$ cat config.mk
export PLATFORM = sky130hd
export DESIGN_NAME = checksummed_frame_receiver_flat
export DESIGN_NICKNAME = d
export VERILOG_FILES = /design/src/rtl/cfr_pkg.sv /design/src/rtl/cfr_if.sv /design/src/rtl/checksummed_frame_receiver.sv /design/src/rtl/cfr_queue.sv /design/src/rtl/cfr_front.sv /design/src/rtl/cfr_back.sv /design/src/flat_wrapper.sv
export VERILOG_INCLUDE_DIRS = /design/src /design/src/rtl
export SDC_FILE = /design/constraint.sdc
export NUM_CORES = 1
export LEC_CHECK = 0
export ABC_AREA = 1
export BUFFER_PORTS_ARGS = -buffer_cell sky130_fd_sc_hd__buf_2
export CORE_UTILIZATION = 67
export CTS_CLUSTER_SIZE = 12
export DETAILED_ROUTE_END_ITERATION = 8
export HOLD_SLACK_MARGIN = 0.15
export PLACE_DENSITY = 0.85
export SLEW_MARGIN = 20
export SYNTH_ARGS = -nofsm -noshare
export SYNTH_HDL_FRONTEND = slang
export SYNTH_SLANG_ARGS = --single-unit
$ cat constraint.sdc
create_clock -name clk -period 3.7 [get_ports clk]
set_input_delay 0.555 -clock clk [delete_from_list [all_inputs] [get_ports clk]]
set_output_delay 0.555 -clock clk [all_outputs]
set_load 0.01 [all_outputs]
$ cat src/rtl/checksummed_frame_receiver_macros.svh
// Assertion macros used by the receiver's top level.
`ifndef CHECKSUMMED_FRAME_RECEIVER_MACROS_SVH
`define CHECKSUMMED_FRAME_RECEIVER_MACROS_SVH

// same-cycle implication, sampled on clk, off while in reset
`define CFR_ASSERT_IMPL(name, cond, expr) \
	name: assert property (@(posedge clk) disable iff (!arst_n) (cond) |-> (expr)) \
		else $error("cfr check failed");

// next-cycle implication
`define CFR_ASSERT_NEXT(name, cond, expr) \
	name: assert property (@(posedge clk) disable iff (!arst_n) (cond) |=> (expr)) \
		else $error("cfr check failed");

`endif

$ cat src/rtl/cfr_pkg.sv
// Types and constants of the checksummed frame receiver.
`timescale 1ns / 1ps
`default_nettype none
package cfr_pkg;

	localparam int MAX_PAYLOAD_DEF = 32;
	localparam int MAX_PAYLOAD_LIM = 64;

	localparam int DATA_W   = 8;
	localparam int LEN_W    = 6;
	localparam int STATUS_W = 2;
	localparam int SKIP_W   = 9;
	localparam int JOB_CNT_W  = $clog2(MAX_PAYLOAD_LIM + 1);
	localparam int MEM_ADDR_W = $clog2(MAX_PAYLOAD_LIM);
	localparam int Q_DEPTH  = 2;

	localparam logic [DATA_W-1:0] START_RESET = 8'd170;
	localparam logic [LEN_W-1:0]  LEN_RESET   = 6'd16;

	// configuration register indexes
	localparam logic CFG_START = 1'b0;
	localparam logic CFG_LEN   = 1'b1;

	// result status codes
	localparam logic [STATUS_W-1:0] ST_OK   = 2'd0;
	localparam logic [STATUS_W-1:0] ST_CSUM = 2'd1;
	localparam logic [STATUS_W-1:0] ST_LEN  = 2'd2;

	typedef enum logic [2:0] {
		PH_HUNT,
		PH_LEN,
		PH_DATA,
		PH_CHECK,
		PH_SKIP
	} phase_t;

	typedef enum logic {
		BK_IDLE,
		BK_PLAY
	} bk_state_t;

	// one finished frame handed from front to back
	typedef struct packed {
		logic [STATUS_W-1:0]  status;
		logic [JOB_CNT_W-1:0] cnt;
	} job_t;

	typedef struct packed {
		logic                  we;
		logic [MEM_ADDR_W-1:0] addr;
		logic [DATA_W-1:0]     data;
	} mem_wr_t;

endpackage
`default_nettype wire

$ cat src/rtl/cfr_if.sv
// Request channels of the receiver: received bytes in, results out.
`timescale 1ns / 1ps
`default_nettype none
interface cfr_rx_if;
	logic                      valid;
	logic                      ready;
	logic [cfr_pkg::DATA_W-1:0] rx_byte;

	modport source (output valid, output rx_byte, input ready);
	modport sink   (input valid, input rx_byte, output ready);
endinterface

interface cfr_tx_if;
	logic                        valid;
	logic                        ready;
	logic [cfr_pkg::DATA_W-1:0]   payload_byte;
	logic                        last;
	logic [cfr_pkg::STATUS_W-1:0] status;

	modport source (output valid, output payload_byte, output last, output status,
		input ready);
	modport sink   (input valid, input payload_byte, input last, input status,
		output ready);
endinterface
`default_nettype wire

$ cat src/rtl/checksummed_frame_receiver.sv
// Top level of the checksummed frame receiver.
//
// rx: one received byte per request. Bytes are hunted for the start value;
// the next byte is the length, then the payload, then an XOR checksum seeded
// with the length byte. tx: results. A good frame gives one request per
// payload byte, status OK, last set on the final one. A bad checksum gives a
// single CSUM status, a wrong length a single LEN status on the byte where
// the checksum would have been; both carry last set and a zero payload.
// cfg: write enable, index (0 start value, 1 expected length) and data.
// A status result passes through the job queue and the output register; a
// good frame plays out from the payload store's read port after its job is
// popped, one payload byte per cycle while tx is ready.
// Bytes are taken one per cycle; the payload bytes of a following frame wait
// while the previous frame still plays out, and the two-entry job queue
// stalls rx when it is full. A stalled tx holds its result and the front
// keeps parsing until the queue fills. Reset clears all control state and
// loads start value 170 and expected length 16; no clearing pass is needed.
`timescale 1ns / 1ps
`default_nettype none
`include "checksummed_frame_receiver_macros.svh"
module checksummed_frame_receiver #(
	parameter int MAX_PAYLOAD = cfr_pkg::MAX_PAYLOAD_DEF
) (
	input  wire logic                       clk,
	input  wire logic                       arst_n,
	input  wire logic                       cfg_we,
	input  wire logic                       cfg_index,
	input  wire logic [cfr_pkg::DATA_W-1:0] cfg_data,
	cfr_rx_if.sink                          rx,
	cfr_tx_if.source                        tx
);
	logic             q_push;
	logic             q_pop;
	logic             q_full;
	logic             q_empty;
	logic             play_done;
	cfr_pkg::job_t    job;
	cfr_pkg::job_t    q_head;
	cfr_pkg::mem_wr_t mem_wr;

	cfr_front #(.MAX_PAYLOAD(MAX_PAYLOAD)) u_front (
		.clk       (clk),
		.arst_n    (arst_n),
		.cfg_we    (cfg_we),
		.cfg_index (cfg_index),
		.cfg_data  (cfg_data),
		.rx        (rx),
		.q_full    (q_full),
		.play_done (play_done),
		.q_push    (q_push),
		.job       (job),
		.mem_wr    (mem_wr)
	);

	cfr_queue u_queue (
		.clk    (clk),
		.arst_n (arst_n),
		.push   (q_push),
		.din    (job),
		.pop    (q_pop),
		.dout   (q_head),
		.full   (q_full),
		.empty  (q_empty)
	);

	cfr_back #(.MAX_PAYLOAD(MAX_PAYLOAD)) u_back (
		.clk       (clk),
		.arst_n    (arst_n),
		.mem_wr    (mem_wr),
		.q_empty   (q_empty),
		.q_head    (q_head),
		.q_pop     (q_pop),
		.play_done (play_done),
		.tx        (tx)
	);

	`CFR_ASSERT_IMPL(a_no_push_full, q_push, !q_full || q_pop)
	`CFR_ASSERT_IMPL(a_no_pop_empty, q_pop, !q_empty)
	`CFR_ASSERT_IMPL(a_status_last, tx.valid && tx.status != cfr_pkg::ST_OK, tx.last && tx.payload_byte == '0)
	`CFR_ASSERT_NEXT(a_done_ends_frame, play_done && tx.ready, tx.valid && tx.last)

endmodule
`default_nettype wire

$ cat src/rtl/cfr_queue.sv
// Short job queue between the frame parser and the playback engine.
`timescale 1ns / 1ps
`default_nettype none
module cfr_queue (
	input  wire logic          clk,
	input  wire logic          arst_n,
	input  wire logic          push,
	input  wire cfr_pkg::job_t din,
	input  wire logic          pop,
	output cfr_pkg::job_t      dout,
	output logic               full,
	output logic               empty
);
	localparam int PW = (cfr_pkg::Q_DEPTH > 1) ? $clog2(cfr_pkg::Q_DEPTH) : 1;
	localparam int CW = $clog2(cfr_pkg::Q_DEPTH + 1);

	cfr_pkg::job_t  entry_q [cfr_pkg::Q_DEPTH];
	logic [PW-1:0]  wr_ptr_q;
	logic [PW-1:0]  rd_ptr_q;
	logic [CW-1:0]  count_q;

	assign full  = (count_q == CW'(cfr_pkg::Q_DEPTH));
	assign empty = (count_q == '0);
	assign dout  = entry_q[rd_ptr_q];

	always_ff @(posedge clk or negedge arst_n) begin
		if (!arst_n) begin
			wr_ptr_q <= '0;
			rd_ptr_q <= '0;
			count_q  <= '0;
		end else begin
			if (push)
				wr_ptr_q <= (wr_ptr_q == PW'(cfr_pkg::Q_DEPTH - 1)) ? '0 : PW'(wr_ptr_q + 1'b1);
			if (pop)
				rd_ptr_q <= (rd_ptr_q == PW'(cfr_pkg::Q_DEPTH - 1)) ? '0 : PW'(rd_ptr_q + 1'b1);
			if (push && !pop)
				count_q <= CW'(count_q + 1'b1);
			else if (pop && !push)
				count_q <= CW'(count_q - 1'b1);
		end
	end

	always_ff @(posedge clk) begin
		if (push)
			entry_q[wr_ptr_q] <= din;
	end

endmodule
`default_nettype wire

$ cat src/rtl/cfr_front.sv
// Frame parser: hunts, checks length, stores payload, computes XOR, posts jobs.
`timescale 1ns / 1ps
`default_nettype none
module cfr_front #(
	parameter int MAX_PAYLOAD = cfr_pkg::MAX_PAYLOAD_DEF
) (
	input  wire logic               clk,
	input  wire logic               arst_n,
	input  wire logic               cfg_we,
	input  wire logic               cfg_index,
	input  wire logic [cfr_pkg::DATA_W-1:0] cfg_data,
	cfr_rx_if.sink                  rx,
	input  wire logic               q_full,
	input  wire logic               play_done,
	output logic                    q_push,
	output cfr_pkg::job_t           job,
	output cfr_pkg::mem_wr_t        mem_wr
);
	localparam int CW = $clog2(MAX_PAYLOAD + 1);

	cfr_pkg::phase_t                phase_q, phase_d;
	logic [cfr_pkg::DATA_W-1:0]     start_q;
	logic [cfr_pkg::LEN_W-1:0]      explen_q;
	logic [CW-1:0]                  count_q;
	logic [CW-1:0]                  len_q;
	logic [cfr_pkg::DATA_W-1:0]     xor_q;
	logic [cfr_pkg::SKIP_W-1:0]     skip_q;
	logic                           ok_pend_q;
	logic                           acc;
	logic                           len_ok;
	logic                           data_end;
	logic                           csum_ok;
	logic [cfr_pkg::DATA_W-1:0]     b;

	assign b = rx.rx_byte;
	// payload writes wait while the store still holds a frame being played out
	assign rx.ready = !q_full && !(phase_q == cfr_pkg::PH_DATA && ok_pend_q);
	assign acc = rx.valid && rx.ready;

	assign len_ok = (explen_q != '0) && ({1'b0, explen_q} <= 7'(MAX_PAYLOAD))
		&& (b == {2'b00, explen_q});
	assign data_end = (CW'(count_q + 1'b1) == len_q);
	assign csum_ok  = (b == xor_q);

	always_comb begin
		phase_d = phase_q;
		if (acc) begin
			case (phase_q)
				cfr_pkg::PH_HUNT: if (b == start_q) phase_d = cfr_pkg::PH_LEN;
				cfr_pkg::PH_LEN: phase_d = len_ok ? cfr_pkg::PH_DATA : cfr_pkg::PH_SKIP;
				cfr_pkg::PH_DATA: if (data_end) phase_d = cfr_pkg::PH_CHECK;
				cfr_pkg::PH_CHECK: phase_d = cfr_pkg::PH_HUNT;
				cfr_pkg::PH_SKIP: if (skip_q == 9'd1) phase_d = cfr_pkg::PH_HUNT;
				default: phase_d = cfr_pkg::PH_HUNT;
			endcase
		end
	end

	always_comb begin
		q_push = 1'b0;
		job    = '0;
		mem_wr = '0;
		if (acc) begin
			case (phase_q)
				cfr_pkg::PH_DATA: begin
					mem_wr.we   = 1'b1;
					mem_wr.addr = cfr_pkg::MEM_ADDR_W'(count_q);
					mem_wr.data = b;
				end
				cfr_pkg::PH_CHECK: begin
					q_push     = 1'b1;
					job.status = csum_ok ? cfr_pkg::ST_OK : cfr_pkg::ST_CSUM;
					job.cnt    = csum_ok ? cfr_pkg::JOB_CNT_W'(len_q) : '0;
				end
				cfr_pkg::PH_SKIP: begin
					if (skip_q == 9'd1) begin
						q_push     = 1'b1;
						job.status = cfr_pkg::ST_LEN;
					end
				end
				default: q_push = 1'b0;
			endcase
		end
	end

	always_ff @(posedge clk or negedge arst_n) begin
		if (!arst_n) begin
			phase_q   <= cfr_pkg::PH_HUNT;
			start_q   <= cfr_pkg::START_RESET;
			explen_q  <= cfr_pkg::LEN_RESET;
			ok_pend_q <= 1'b0;
		end else begin
			phase_q <= phase_d;
			if (cfg_we) begin
				case (cfg_index)
					cfr_pkg::CFG_START: start_q  <= cfg_data;
					cfr_pkg::CFG_LEN:   explen_q <= cfg_data[cfr_pkg::LEN_W-1:0];
					default: start_q <= start_q;
				endcase
			end
			if (q_push && job.status == cfr_pkg::ST_OK)
				ok_pend_q <= 1'b1;
			else if (play_done)
				ok_pend_q <= 1'b0;
		end
	end

	always_ff @(posedge clk) begin
		if (acc) begin
			case (phase_q)
				cfr_pkg::PH_LEN: begin
					xor_q   <= b;
					count_q <= '0;
					len_q   <= CW'(b);
					skip_q  <= cfr_pkg::SKIP_W'({1'b0, b} + 9'd1);
				end
				cfr_pkg::PH_DATA: begin
					count_q <= CW'(count_q + 1'b1);
					xor_q   <= xor_q ^ b;
				end
				cfr_pkg::PH_SKIP: skip_q <= cfr_pkg::SKIP_W'(skip_q - 9'd1);
				default: xor_q <= xor_q;
			endcase
		end
	end

endmodule
`default_nettype wire

$ cat src/rtl/cfr_back.sv
// Playback engine: payload store, job execution and the result output register.
`timescale 1ns / 1ps
`default_nettype none
module cfr_back #(
	parameter int MAX_PAYLOAD = cfr_pkg::MAX_PAYLOAD_DEF
) (
	input  wire logic             clk,
	input  wire logic             arst_n,
	input  wire cfr_pkg::mem_wr_t mem_wr,
	input  wire logic             q_empty,
	input  wire cfr_pkg::job_t    q_head,
	output logic                  q_pop,
	output logic                  play_done,
	cfr_tx_if.source              tx
);
	localparam int AW = (MAX_PAYLOAD > 1) ? $clog2(MAX_PAYLOAD) : 1;
	localparam int CW = $clog2(MAX_PAYLOAD + 1);

	logic [cfr_pkg::DATA_W-1:0]   mem [MAX_PAYLOAD];
	logic [cfr_pkg::DATA_W-1:0]   rd_q;
	cfr_pkg::bk_state_t           state_q, state_d;
	logic [CW-1:0]                cnt_q;
	logic [AW-1:0]                idx_q;
	logic                         out_valid_q;
	logic                         out_last_q;
	logic [cfr_pkg::STATUS_W-1:0] out_status_q;
	logic                         out_free;
	logic                         last_idx;
	logic                         load_stat;
	logic                         load_play;

	assign out_free = !out_valid_q || tx.ready;
	assign last_idx = ((CW'(idx_q) + CW'(1)) == cnt_q);

	always_comb begin
		state_d = state_q;
		case (state_q)
			cfr_pkg::BK_IDLE:
				if (q_pop && q_head.status == cfr_pkg::ST_OK) state_d = cfr_pkg::BK_PLAY;
			cfr_pkg::BK_PLAY:
				if (load_play && last_idx) state_d = cfr_pkg::BK_IDLE;
			default: state_d = cfr_pkg::BK_IDLE;
		endcase
	end

	always_comb begin
		q_pop     = 1'b0;
		load_stat = 1'b0;
		load_play = 1'b0;
		play_done = 1'b0;
		case (state_q)
			cfr_pkg::BK_IDLE: begin
				if (!q_empty && out_free) begin
					q_pop     = 1'b1;
					load_stat = (q_head.status != cfr_pkg::ST_OK);
				end
			end
			cfr_pkg::BK_PLAY: begin
				if (out_free) begin
					load_play = 1'b1;
					play_done = last_idx;
				end
			end
			default: q_pop = 1'b0;
		endcase
	end

	always_ff @(posedge clk or negedge arst_n) begin
		if (!arst_n) begin
			state_q     <= cfr_pkg::BK_IDLE;
			out_valid_q <= 1'b0;
		end else begin
			state_q <= state_d;
			if (load_stat || load_play)
				out_valid_q <= 1'b1;
			else if (tx.ready)
				out_valid_q <= 1'b0;
		end
	end

	always_ff @(posedge clk) begin
		if (q_pop) begin
			cnt_q <= CW'(q_head.cnt);
			idx_q <= '0;
		end else if (load_play) begin
			idx_q <= AW'(idx_q + 1'b1);
		end
		if (load_stat) begin
			out_last_q   <= 1'b1;
			out_status_q <= q_head.status;
		end else if (load_play) begin
			out_last_q   <= last_idx;
			out_status_q <= cfr_pkg::ST_OK;
		end
	end

	always_ff @(posedge clk) begin
		if (mem_wr.we)
			mem[mem_wr.addr[AW-1:0]] <= mem_wr.data;
	end

	// registered read doubles as the output payload register
	always_ff @(posedge clk) begin
		if (load_play)
			rd_q <= mem[idx_q];
	end

	assign tx.valid        = out_valid_q;
	assign tx.last         = out_last_q;
	assign tx.status       = out_status_q;
	assign tx.payload_byte = (out_status_q == cfr_pkg::ST_OK) ? rd_q : '0;

endmodule
`default_nettype wire
$ cat src/flat_wrapper.sv
// flat-port wrapper written by rule: the top's interface ports become plain ports
module checksummed_frame_receiver_flat 
#(
	parameter int MAX_PAYLOAD = cfr_pkg::MAX_PAYLOAD_DEF
)
  (clk, arst_n, cfg_we, cfg_index, cfg_data, rx_valid, rx_rx_byte, rx_ready, tx_valid, tx_payload_byte, tx_last, tx_status, tx_ready);
  cfr_rx_if rx_i ();
  cfr_tx_if tx_i ();
  input  wire logic clk;
  input  wire logic arst_n;
  input  wire logic cfg_we;
  input  wire logic cfg_index;
  input  wire logic [cfr_pkg::DATA_W-1:0] cfg_data;
  input wire logic [$bits(rx_i.valid)-1:0] rx_valid;
  input wire logic [$bits(rx_i.rx_byte)-1:0] rx_rx_byte;
  output wire logic [$bits(rx_i.ready)-1:0] rx_ready;
  output wire logic [$bits(tx_i.valid)-1:0] tx_valid;
  output wire logic [$bits(tx_i.payload_byte)-1:0] tx_payload_byte;
  output wire logic [$bits(tx_i.last)-1:0] tx_last;
  output wire logic [$bits(tx_i.status)-1:0] tx_status;
  input wire logic [$bits(tx_i.ready)-1:0] tx_ready;
  assign rx_i.valid = rx_valid;
  assign rx_i.rx_byte = rx_rx_byte;
  assign rx_ready = rx_i.ready;
  assign tx_valid = tx_i.valid;
  assign tx_payload_byte = tx_i.payload_byte;
  assign tx_last = tx_i.last;
  assign tx_status = tx_i.status;
  assign tx_i.ready = tx_ready;
  checksummed_frame_receiver #(.MAX_PAYLOAD(MAX_PAYLOAD)) u_core (.clk(clk), .arst_n(arst_n), .cfg_we(cfg_we), .cfg_index(cfg_index), .cfg_data(cfg_data), .rx(rx_i), .tx(tx_i));
endmodule
**After elaboration in Yosys (flattened, before gate mapping)**

Memories as Yosys holds them, arrays and structs flattened. A register that Yosys moved wholly into a read port is not among the register bits.
Index checks and enable logic that the tools add are counted.

- Flip-flop bits (word level): 67
- Word-level logic and storage cells: 129
- Memories kept: 2
- Input bits: 22
- Memory bits (writable): 274

Memories:

| name | words | bits a word | rd ports | clocked after Yosys merged registers in | write ports | RTL line | text |
|---|---|---|---|---|---|---|---|
| u_core.u_back.mem | 32 | 8 | 1 | 1 | 1 | cfr_back.sv:19 | `logic [cfr_pkg::DATA_W-1:0] mem [MAX_PAYLOAD];` |
| u_core.u_queue.entry_q | 2 | 9 | 1 | 0 | 1 | cfr_queue.sv:17 | `cfr_pkg::job_t entry_q [cfr_pkg::Q_DEPTH];` |

- Bitwise gates (word level): 3
- $lt $le $gt $ge: 1
- Reduce and logical (&&, ||, !) cells: 38
- Add/sub/neg operators: 9
- Muxes and demuxes: 45
- Equal/unequal tests: 14

Operator list:

| cell | count |
|---|---|
| two-way mux 15 bit | 2 |
| two-way mux 1 bit | 23 |
| one-hot mux 9 bit (2 select lines) | 1 |
| equality test 8 bit | 2 |
| one-hot mux 8 bit (2 select lines) | 1 |
| nonzero test 2 bit | 7 |
| equality test 6 bit | 2 |
| two-way mux 3 bit | 4 |
| two-way mux 6 bit | 2 |
| one-hot mux 3 bit (4 select lines) | 1 |
| one-hot mux 6 bit (2 select lines) | 1 |
| logical AND 1 bit | 11 |
| two-way mux 2 bit | 5 |
| AND reduction 2 bit | 5 |
| adder 8 x 1 -> 9 bit (second input constant) | 1 |
| equality test 9 x 1 -> 1 bit (second input constant) | 1 |
| two-way mux 9 bit | 1 |
| subtractor 9 x 1 -> 9 bit (second input constant) | 1 |
| equality test 8 x 6 -> 1 bit | 1 |
| logical NOT 2 bit | 4 |
| two-way mux 8 bit | 1 |
| XOR 8 bit | 1 |
| adder 5 x 1 -> 6 bit (second input constant) | 1 |
| adder 6 x 1 -> 6 bit (second input constant) | 1 |
| other kinds (18) | 30 |

**Depth between registers and ports, before layout**

- Depth after elaboration: 10
- Mapped depth: 12
- Mapped depth without buffers: 12

**By module**

Synthesis repeated with hierarchy kept, for this count alone.

- Cell total of the unflattened synthesis: 1454
- Area total of the unflattened synthesis: 15477.3 um2

Modules (own cells, without submodules):

| module | area an instance (um2) | cells an instance | instances | sequential area each (um2) |
|---|---|---|---|---|
| cfr_back | 11593.6 | 1013 | 1 | 8338.0 |
| cfr_front | 2990.4 | 388 | 1 | 1327.5 |
| cfr_queue | 893.4 | 53 | 1 | 640.6 |

**Worst setup path before layout**

OpenSTA, ideal clock, no wires.

- Path kind: register -> register
- Start point: register u_core.u_front.phase_q[2]
- End point: memory u_core.u_back.mem[0][7] (netlist bit) (data pin)
- Period minus slack after synthesis: 2.168 ns
- Slack: 1.532 ns
- Stages on the path, launching flop included: 8
- Data arrival time: 1.817 ns
- Path buffers: 2
- Path through: dfrtp_1 inv_1 nand2_2 nor2_1 buf_4 nand2_1 buf_2 nor2_1

RTL lines:

| element | RTL line | text |
|---|---|---|
| start, declared | cfr_front.sv:21 | `cfr_pkg::phase_t phase_q, phase_d;` |
| start signal, assigned | cfr_front.sv:88 | `phase_q <= cfr_pkg::PH_HUNT;` |
| start signal, assigned | cfr_front.sv:93 | `phase_q <= phase_d;` |
| end, declared | cfr_back.sv:19 |  |

**Final worst setup path**

- Start point: register u_core.u_front.phase_q[2]
- End point: memory u_core.u_back.mem[0][6] (netlist bit) (enable)

- Cells in the longest elaborated chain, start to end: 8
- Elaborated cells between the ends (all ways): 9
- Classes of those cells: eq/ne (1); mux (4); reduce/logical (4)

Ends and longest elaborated chain:

| element | RTL line | text |
|---|---|---|
| equality test 3 x 2 -> 1 bit * | cfr_front.sv:37, cfr_front.sv:64 |  |
| logical AND 1 bit | cfr_front.sv:37 | `assign rx.ready = !q_full && !(phase_q == cfr_pkg::PH_DATA && ok_pend_q);` |
| logical NOT 1 bit | cfr_front.sv:37 |  |
| logical AND 1 bit | cfr_front.sv:37 |  |
| logical AND 1 bit | cfr_front.sv:38 | `assign acc = rx.valid && rx.ready;` |
| two-way mux 15 bit * | cfr_front.sv:63 | `if (acc) begin` |
| two-way mux 1 bit | cfr_back.sv:98 | `if (mem_wr.we)` |
| two-way mux 1 bit (not written as such) | cfr_back.sv:99 | `mem[mem_wr.addr[AW-1:0]] <= mem_wr.data;` |

Mark *: on every way between the ends. The rest lies on a longest branch, timed or not.

==> results.ini <==
[yosys]
post_synth_num_cell_types = 41
synth_xor_area_frac = 0.0198
synthTopCellsByArea = edfxtp_1 (63%), nor2_1 (5.2%), nand2_1 (4.3%), o21ai_0 (3.3%), o21bai_1 (3.2%)
synth_top_area_cell = edfxtp_1
area_fraction_of_the_dominant_cell_type_after_synthesis = 0.633
netlist_area_um2 = 15000
cell_count_after_synthesis = 1282
postSynthNetCount = 1310
yosys_warnings = 0
synth_top_family_by_area = simple AND/OR/NAND/NOR gates
ys_seq_area_frac = 0.681
post_synth_and_or_nand_nor_area_fraction = 0.129
yosys_register_bits = 347
post_synth.cell_area_avg_um2 = 11.7
synthMuxAreaShare = 0.00283
synthAdderAreaFrac = 0.00499
synth-compound-area-share = 0.122

[floorplan]
floorplan.io_pins = 35
dieHeight_um = 152
row_count = 54
coreArea_um2 = 21900
start_util = 0.687
design.die.area_um2 = 23100
die_x_extent_um = 152

[clocking]
tritoncts_num_sinks = 347
worst_skew_pair_later_pin_latency_ns = 0.51
clk_pin_slew_worst_paths_ns = 0.06
tritoncts = done
ctsResizeCount = 0
cts-root-to-sink-buffers = 3
clock-root-buffer = clkbuf_16
clock_tree.htree_level_count = 2
tritoncts.num_buffers = 36

[power]
static_leak_nw = 5.92
p_per_area_nw_per_um2 = 734
p_sw_w = 0.00425
pwr-share-seq = 0.422
internal-power_w = 0.00783
power.clock.fraction = 0.263
vdd.ir_drop.worst_mv = 0.738
combinationalPowerShare = 0.315
power.share.switching = 0.352

[worst_setup_path]
crit_required_ns = 3.83
crit_path_frequent_cell = nor2_1
crit_arrival_ns = 2.75
crit_path_end_kind = flop
setup.worst_path.start_class = flop
crit_chain = inv_1 -> nand2_2 -> nor2_1 -> buf_4 -> inv_2 -> nor2_1 -> nand3_2 -> nor2_1
critical-path-top-delay-family = simple AND/OR/NAND/NOR gates
critPathMaxStageDelay_ns = 0.69
crit_type = flop to flop
timing.critical_path.depth = 8
slowest_cell_on_the_critical_path = nor2_1
timing.critical_path.from = u_core.u_front.phase_q[2]$_DFFE_PN0P_
critical_path.n_buffers_inverters = 3
worst_r2r_startpoint = u_core.u_front.phase_q[2]$_DFFE_PN0P_
r2r_slack_ns = 1.08
worst-path-max-fanout = 19
timing.reg2reg.worst_path_depth = 8

[detailed_routing]
wl_mm = 34.3
antenna_left = 0
firstDrtPassIters = 6
drc = 0
detail_route.vias_per_cell = 6.43
drt_iter0_drc = 1139
vias = 10300
drt-wirelength-per-cell_um = 21.4

[grt]
grtUsageTotal = 0.303
global_route_wire_length_before_repair_mm = 54.0
grt_remaining_overflow = 0
grt_pass1_vias = 10200
largest_net_degree_at_the_start_of_global_routing = 134
antenna_found_initial = 0

[min_path]
hold_path.class = primary input to flop
hold_depth = 2
min_from = cfg_data[6]

[sta]
worst_slew_margin_rel = 0.333
largest_clock_skew_in_the_final_design_ns = 0.0128
tns_ns = 0
setup_viol = 0
final_min_period_over_clock_period = 0.709
fin_ws_ns = 1.08
fmax_mhz = 381
timing_max_transition_violations_final = 0
final-hold-violation-count = 0
rsz0062_at_grt = no
final.min_clock_period_ns = 2.62
worst-slew-pin-transition_ns = 1.00

[placed_design]
gp_congestion = 0.920
post_dp_cell_area_um2 = 15400
worst_setup_slack_post_dpl_ns = 1.07
hpwl_mm = 21.0
port-buffer-count = 34

[final_layout]
fraction_of_layout_cells_with_a_size_suffix_above_1 = 0.103
areaGrowthSynthToFinish_pct = 9.47
post-route-util = 0.752
antenna-diode-count = 0
post-route-cell-area_um2 = 16500
layout.nets = 1333

[run_status]
status = finished, final reports clean

[flow_run]
maxCapViolCount = 0

## sequential cells by signal (all words and copies together), names as in the netlist, 2 cells and up
signal                   cells
u_core.u_front.xor_q         8
u_core.u_front.start_q       8
u_core.u_back.tx.status      2
u_core.u_front.skip_q        9
u_core.u_front.phase_q       3
u_core.u_front.count_q       6
u_core.u_back.cnt_q          6
u_core.u_back.mem          256
u_core.u_queue.entry_q      16
u_core.u_front.explen_q      6
u_core.u_queue.count_q       2
u_core.u_back.rd_q           8
u_core.u_front.len_q         6
u_core.u_back.idx_q          5
## per-layer routing
layer,vias up,GRT usage,wire length [um]
li1,4607,-,-
met1,4918,0.398,12900
met2,672,0.488,16500
met3,114,0.0667,3540
met4,0,0.137,1310
met5,-,0,0
## cell families (layout without fill, tap and decap cells)
logic type	count (synthesis)	in the layout
xor+xnor	34	34
mux	4	4
buf+inv	145	186
flops	347	347
simple gates	470	470
fa+ha+maj	6	6
compound gates	276	276
## final cells by class
class	instances	area (um2)
fill	1285	5420
inverter	74	279
timing repair buffer	56	363
clock inverter	8	33.8
sequential	347	10300
clock buffer	48	967
tap	280	350
multi-input combinational	790	4220
## metrics by stage
stage	cells	total power, W	hold WS, ns
after floorplan	1282	0.00772	0.259
after global placement	1546	0.00869	0.463
after detailed placement	1546	0.00884	0.463
after CTS	1603	0.0120	0.265
after global routing	1603	0.0126	0.274
final	1603	0.0121	0.276
## what timing repair did
action / CTS / global route
buffers inserted: 0 / 0
hold buffers: 1 / 0
endpoints found under the hold margin: 19 / 0
## layout by cell type (no fill, tap or decap), types with 3 or more instances in the layout
master and count:
clkinv_2 4, nor3_2 3, o21ai_0 100, nand2_1 171, buf_2 34, buf_4 19, clkinv_1 7, o211ai_1 24
o21a_1 24, inv_1 65, nand4_1 12, nor2_1 199, nand3_2 6, a21oi_1 17, o221ai_1 40, ha_1 6
edfxtp_1 317, xnor2_1 16, dfrtp_1 19, o21bai_1 65, clkbuf_16 37, dfstp_2 5, clkbuf_1 11, inv_2 6
nand3_1 58, nor4_1 3, dfxtp_1 4, nor2_2 11, xor2_1 18
## Yosys cell counts, drive strengths merged
library cell and count:
dfrtp 19, o21bai 65, clkinv 2, nand2 172, nor4 3, nor2 210, mux2 2, nor3 5
dfxtp 6, nand3 64, nand4 12, o21ai 102, xnor2 16, a21oi 17, o21a 24, ha 6
o221ai 40, a31oi 2, mux2i 2, clkbuf 31, edfxtp 317, inv 72, dfstp 5, xor2 18
or2 3, o31ai 2, buf 40, o211ai 24, and2 1
## final timing paths
path                                                          end
setup / recovery                u_core.u_back.mem[0][6]$_DFFE_PP_
hold / removal              u_core.u_front.start_q[6]$_DFFE_PN0P_
setup reg to reg                u_core.u_back.mem[0][6]$_DFFE_PP_
hold reg to reg              u_core.u_front.ok_pend_q$_DFFE_PN0P_
max in group asynchronous  u_core.u_front.explen_q[1]$_DFFE_PN0P_
min in group asynchronous   u_core.u_queue.count_q[1]$_DFFE_PN0P_
## power groups by stage
| stage | combinational (W) | sequential, W | clock (W) |
|---|---|---|---|
| after floorplan | 0.00270 | 0.00502 | 0 |
| after global placement | 0.00354 | 0.00514 | 0 |
| after detailed placement | 0.00368 | 0.00516 | 0 |
| after CTS | 0.00374 | 0.00508 | 0.00319 |
| after global routing | 0.00413 | 0.00513 | 0.00334 |
| final | 0.00381 | 0.00509 | 0.00318 |
Power figures use the tool's default switching activity.
